<file path="src/ais_pkg.sv">
// Package for the ascending integer sorter.
// Holds sizing constants and the cell control struct; no dependencies.
`timescale 1ns / 1ps
`default_nettype none

package ais_pkg;

  // Number of cells in the insertion chain (range 2..64)
  localparam int MAX_ELEMS = 64;
  localparam int DATA_W    = 32;
  // Fill count must be able to hold MAX_ELEMS itself
  localparam int CNT_W     = $clog2(MAX_ELEMS + 1);

  // Control broadcast to every cell of the chain
  typedef struct packed {
    logic insert;  // place the broadcast value into the sorted chain
    logic drain;   // shift every cell toward the head by one
  } cell_ctrl_t;

endpackage

`default_nettype wire

</file>
<file path="src/ais_cell.sv">
// One cell of the sorting chain: holds a value and an occupied bit.
// Depends on ais_pkg for the data width and the control struct.
`timescale 1ns / 1ps
`default_nettype none

module ais_cell (
  input  wire logic                              clk,
  input  wire logic                              rst,
  input  wire ais_pkg::cell_ctrl_t               ctrl,
  input  wire logic signed [ais_pkg::DATA_W-1:0] new_value,
  // neighbor toward the head (smaller values)
  input  wire logic signed [ais_pkg::DATA_W-1:0] left_value,
  input  wire logic                              left_occ,
  input  wire logic                              left_greater,
  // neighbor toward the tail (larger values)
  input  wire logic signed [ais_pkg::DATA_W-1:0] right_value,
  input  wire logic                              right_occ,
  output logic signed [ais_pkg::DATA_W-1:0]      cell_value,
  output logic                                   occ,
  output logic                                   greater
);

  // Empty cells count as greater, so the flag is monotonic along the chain
  assign greater = !occ || (cell_value > new_value);

  // Stored value: on insert, either shift in from the left or take the new value
  always_ff @(posedge clk) begin
    if (ctrl.insert) begin
      if (greater) begin
        cell_value <= left_greater ? left_value : new_value;
      end
    end else if (ctrl.drain) begin
      cell_value <= right_value;
    end
  end

  // Occupied bit: grows by one cell on insert, shrinks by one on drain
  always_ff @(posedge clk) begin
    if (rst) begin
      occ <= 1'b0;
    end else if (ctrl.insert) begin
      occ <= occ | left_occ;
    end else if (ctrl.drain) begin
      occ <= right_occ;
    end
  end

endmodule

`default_nettype wire

</file>
<file path="config.mk">
export PLATFORM = sky130hd
export DESIGN_NAME = ais_cell
export DESIGN_NICKNAME = d
export VERILOG_FILES = /design/src/ais_pkg.sv /design/src/ais_cell.sv
export SDC_FILE = /design/constraint.sdc
export NUM_CORES = 1
export LEC_CHECK = 0
export ABC_AREA = 0
export BUFFER_PORTS_ARGS = -buffer_cell sky130_fd_sc_hd__buf_4
export CAP_MARGIN = 30
export CORE_MARGIN = 5
export CORE_UTILIZATION = 45
export CTS_CLUSTER_DIAMETER = 80
export CTS_CLUSTER_SIZE = 20
export DETAILED_ROUTE_END_ITERATION = 12
export GPL_TIMING_DRIVEN = 0
export PLACE_DENSITY = 0.92
export SYNTH_ARGS = -nofsm -noshare
export SYNTH_HDL_FRONTEND = slang
export SYNTH_SLANG_ARGS = --single-unit
</file>
<file path="constraint.sdc">
create_clock -name clk -period 5.1 [get_ports clk]
set_input_delay 0 -clock clk [delete_from_list [all_inputs] [get_ports clk]]
set_output_delay 0 -clock clk [all_outputs]
set_load 0.05 [all_outputs]
</file>
=== Word-level counts from Yosys, hierarchy flattened ===
Cells that the tools add are included.
Widths: inputs -> output; s select.

* Register bits: 33
* Input bits: 103
* Output and inout bits: 34
* Word-level logic and storage cells: 15

* $lt $le $gt $ge: 1
* Equality and inequality tests: 1
* Muxes and demuxes: 6
* Bitwise operators: 1
* Reductions and logical operators: 4

{| class="wikitable"
|+ Operators by type and width
! kind !! count
|-
| $mux 32 || 4
|-
| $gt 32x32->1 || 1
|-
| $mux 1 || 2
|-
| $ne 2x1->1 const B || 1
|-
| $reduce_and 2->1 || 1
|-
| $reduce_bool 2->1 || 1
|-
| $logic_not 1->1 || 1
|-
| $logic_or 1x1->1 || 1
|-
| $or 1x1->1 || 1
|}

=== Longest topological paths before layout ===
* Word-level depth: 4
* Depth in mapped cells: 8
* Gate-level depth less buffers: 8

=== Worst setup path after synthesis ===
No wires, ideal clock.

* Kind: register -> register
* From: reg cell_value[31] (netlist name)
* To: reg cell_value[0] (netlist name) (enable)
* Arrival: 3.506 ns
* Required time: 4.659 ns
* Path slack: 1.154 ns
* Stages on the path, launching flop included: 8
* Cells stage by stage: edfxtp_1 -> ha_1 -> nand4_2 -> nor4_2 -> nand4_1 -> a31oi_1 -> o21ai_1 -> a31oi_1

* Word-level cells in the longest chain between the ends: 4

{| class="wikitable"
|+ RTL lines
! what !! RTL line !! source
|-
| from (decl) || ais_cell.sv:18 || <nowiki>output logic signed [ais_pkg::DATA_W-1:0] cell_value,</nowiki>
|-
| from (signal assigned) || ais_cell.sv:30 || <nowiki>cell_value <= left_greater ? left_value : new_value;</nowiki>
|-
| from (signal assigned) || ais_cell.sv:33 || <nowiki>cell_value <= right_value;</nowiki>
|-
| $gt 32x32->1 || ais_cell.sv:24 || <nowiki>assign greater = !occ || (cell_value > new_value);</nowiki>
|-
| $logic_or 1x1->1 || ais_cell.sv:24 ||
|-
| $ne 2x1->1 (no line) || -- ||
|-
| $reduce_and 2->1 (no line) || -- ||
|}

Every way passes these cells.
A chain may end at the register's enable or synchronous reset.

=== Worst setup path in the final report ===
* From: reg cell_value[31] (netlist name)
* To: reg cell_value[9] (netlist name) (enable)

Same word-level chain as after synthesis.

==> results_dict.tcl <==
set metrics [dict create \
    yosys.area.top_type_share_pct 38.6 \
    synthCells 258 \
    final_cell_count_no_fill 476 \
    worstSetupStartpointType "flop" \
    path_buf_inv 1 \
    drive_above_1_share_pct 37.6 \
    finClkSkew_ns 0.00777 \
    finalPower_mw 0.929 \
    rrSetupSlack_ns 2.09 \
    final_common_cell "buf_4" \
    numCtsBuffers 5 \
    fin_crit_sh_pct 59.0 \
    crit_arrival_ns 3.00 \
    first_pass_iters 4 \
    ys_top_cells_by_area "edfxtp_1 (39%), ha_1 (16%), mux2i_1 (13%), a21oi_1 (8.4%), nor2_1 (5.3%)" \
    r2r-start "cell_value[31]$_DFFE_PP_" \
    pre_cts_ws_ns 2.11 \
    antennaDiodeCount 0 \
    vdd_ir_drop_max_uv 128 \
    setup_violations 0 \
    power.density_nw_per_um2 247 \
    grtUsageTotal_pct 22.7 \
    final_cell_mix "buf_4 (135), a21oi_1 (42), nor2_1 (35)" \
    synth_area_per_cell_sq_um 9.66 \
    cts_max_level 2 \
    hold_class "in -> reg" \
    grt_overflow 0 \
    cts_setup_buffers 0 \
    synth_seq_area_share_pct 39.4 \
    cap_viol_max_count 0 \
    placed_cell_area_sq_um 3640 \
    reg2reg_to "cell_value[9]$_DFFE_PP_" \
    setup_slack_ns 2.09 \
    slew_headroom_pct 58.2 \
    cts.clk_slew.worst_paths_ns 0.07 \
    initial_utilization_pct 45.8 \
    ys_ff_latch 33 \
    crit_required_ns 5.09 \
    critPathCapture "cell_value[9]$_DFFE_PP_" \
    tightestPinTransition_ns 0.627 \
    cpPeakStageDelay_ns 0.58 \
    switchingPower_mw 0.325 \
    clkPwrFrac_pct 23.5 \
    dp_hpwl_microns 6620 \
    design_area_sq_um 3760 \
    core_sq_um 5440 \
    cts.repair.resized 0 \
    via_count 2550 \
    root_buffer "clkbuf_8" \
    async_flop_share_pct 0 \
    fin_util_pct 69.1 \
    dp_cells 466 \
    cp-end-kind "flop" \
    switching_share_pct 35.0 \
    hold_ws_ns 0.0333 \
    wl_per_cell_microns 16.9 \
    detail-route-antenna-nets 0 \
    crit_start "cell_value[31]$_DFFE_PP_" \
    fmax_ghz 0.332 \
    area_growth_pct 50.9 \
    crit_slowest_cell "a31oi_4" \
    gp_congestion 0.925 \
    finalCriticalPeriod_ns 3.01 \
    power_leakage_nw 1.90 \
    antenna_found_initial 0 \
    numPortBuffers 135 \
    path_cells "ha_1 > nand4_2 > nor4_2 > nand4_1 > a31oi_1 > o21ai_1 > a31oi_4 > buf_16" \
    route.detailed.drc 0 \
    power_frac_comb_pct 38.9 \
    grt_pass1_vias 2861 \
    die_w_microns 84.4 \
    critPathMaxFanout 19 \
    worst-path-stages 8 \
    ctsLongestPathBuffers 2 \
    dieArea_sq_um 7120 \
    ff2ff_path_depth 8 \
    cts_tree "built" \
    status "finished clean" \
    clock_sinks 33 \
    synth.distinct_cells 30 \
    viasPerCell 5.36 \
    ys_warn_count 0 \
    pin_count 137 \
    yosysTopAreaCell "edfxtp_1" \
    p_seq_share_pct 37.7 \
    rows 27 \
    die_y_microns 84.4 \
    synth_nets 393 \
    hold_viol_final 0 \
    fin_nets 538 \
    synth-edff-count 32 \
    syn_area_sq_um 2490 \
    wl_microns 8030 \
    slew_violations 0 \
    rsz0062_at_grt "no" \
    fin_setup_tns_ns 0 \
    grt_max_degree 20 \
    critPathKind "reg -> reg" \
    internal-power_mw 0.604 \
    ys.flop_type "edfxtp_1" \
    insertion_delay_ns 0.28 \
    initialDrtViolationCount 110 \
    critical-path-top-delay-family "compound AO/OA/AOI/OAI gates" \
    grt_pass1_wl_microns 13000 \
]
[worst min-delay path by stage]
| stage | startpoint | end | cells after the start |
|---|---|---|---|
| 2_1_floorplan | rst | occ$_SDFFE_PP0P_ | 1 |
| 3_3_place_gp | rst | occ$_SDFFE_PP0P_ | 2 |
| 3_5_place_dp | rst | occ$_SDFFE_PP0P_ | 2 |
| 4_1_cts | right_value[21] | cell_value[21]$_DFFE_PP_ | 3 |
| 5_1_grt | right_value[21] | cell_value[21]$_DFFE_PP_ | 3 |
| 6_report | right_value[21] | cell_value[21]$_DFFE_PP_ | 3 |
[sequential cells by signal, summed over array words and instances (netlist names)]
signal	cells
cell_value	32
occ	1
[synth_stat cells (all sizes together) (4+ instances only)]
| cell | n |
|---|---|
| clkbuf | 7 |
| a21oi | 42 |
| ha | 32 |
| buf | 4 |
| nor2 | 35 |
| a21o | 4 |
| nand4 | 7 |
| mux2i | 32 |
| inv | 33 |
| o21ai | 4 |
| nand2 | 6 |
| edfxtp | 32 |
[cells by family after synthesis]
| family | share of synthesized area, % |
|---|---|
| compound gates | 14.1 |
| simple gates | 10.8 |
| buf+inv | 6.78 |
| flops | 39.4 |
| mux | 12.9 |
| fa+ha+maj | 16.1 |
[repair_timing]
item                       in CTS  in global routing
hold buffers                    2                  0
setup endpoints to repair       0                  0
hold endpoints to repair        1                  0
[per-layer routing]
layer / routed length [microns] / track usage (%) / vias up
met5: 0 / 0 / -
met4: 167 / 7.48 / 0
met3: 614 / 6.67 / 21
met2: 4180 / 42.0 / 113
met1: 3070 / 24.7 / 1198
li1: - / - / 1218
[cell type report]
| cell class | count | area (sq um) |
|---|---|---|
| inverters | 33 | 124 |
| well taps | 72 | 90.1 |
| fillers | 424 | 1680 |
| repair buffers | 138 | 1060 |
| clock inverters | 1 | 5.00 |
| multi-input cells | 181 | 1360 |
| clock buffers | 7 | 96.3 |
| plain buffers | 11 | 45.0 |
| flip-flops and latches | 33 | 981 |
[power by group through the flow]
stage	Clock [mW]	Sequential [mW]	Combinational (mW)
6_report	0.218	0.350	0.361
5_1_grt	0.238	0.352	0.392
3_3_place_gp	0	0.355	0.343
2_1_floorplan	0	0.447	0.118
4_1_cts	0.226	0.350	0.363
3_5_place_dp	0	0.356	0.360
[tightest hold or removal path, delay by kind of cell]
| family | cells | cell delay [ns] |
|---|---|---|
| AOI/OAI and AO/OA | 1 | 0.10 |
| and+or+nand+nor | 1 | 0.03 |
| buffers and inverters | 1 | 0.08 |
Note: power is estimated with default switching activity, not from simulation.
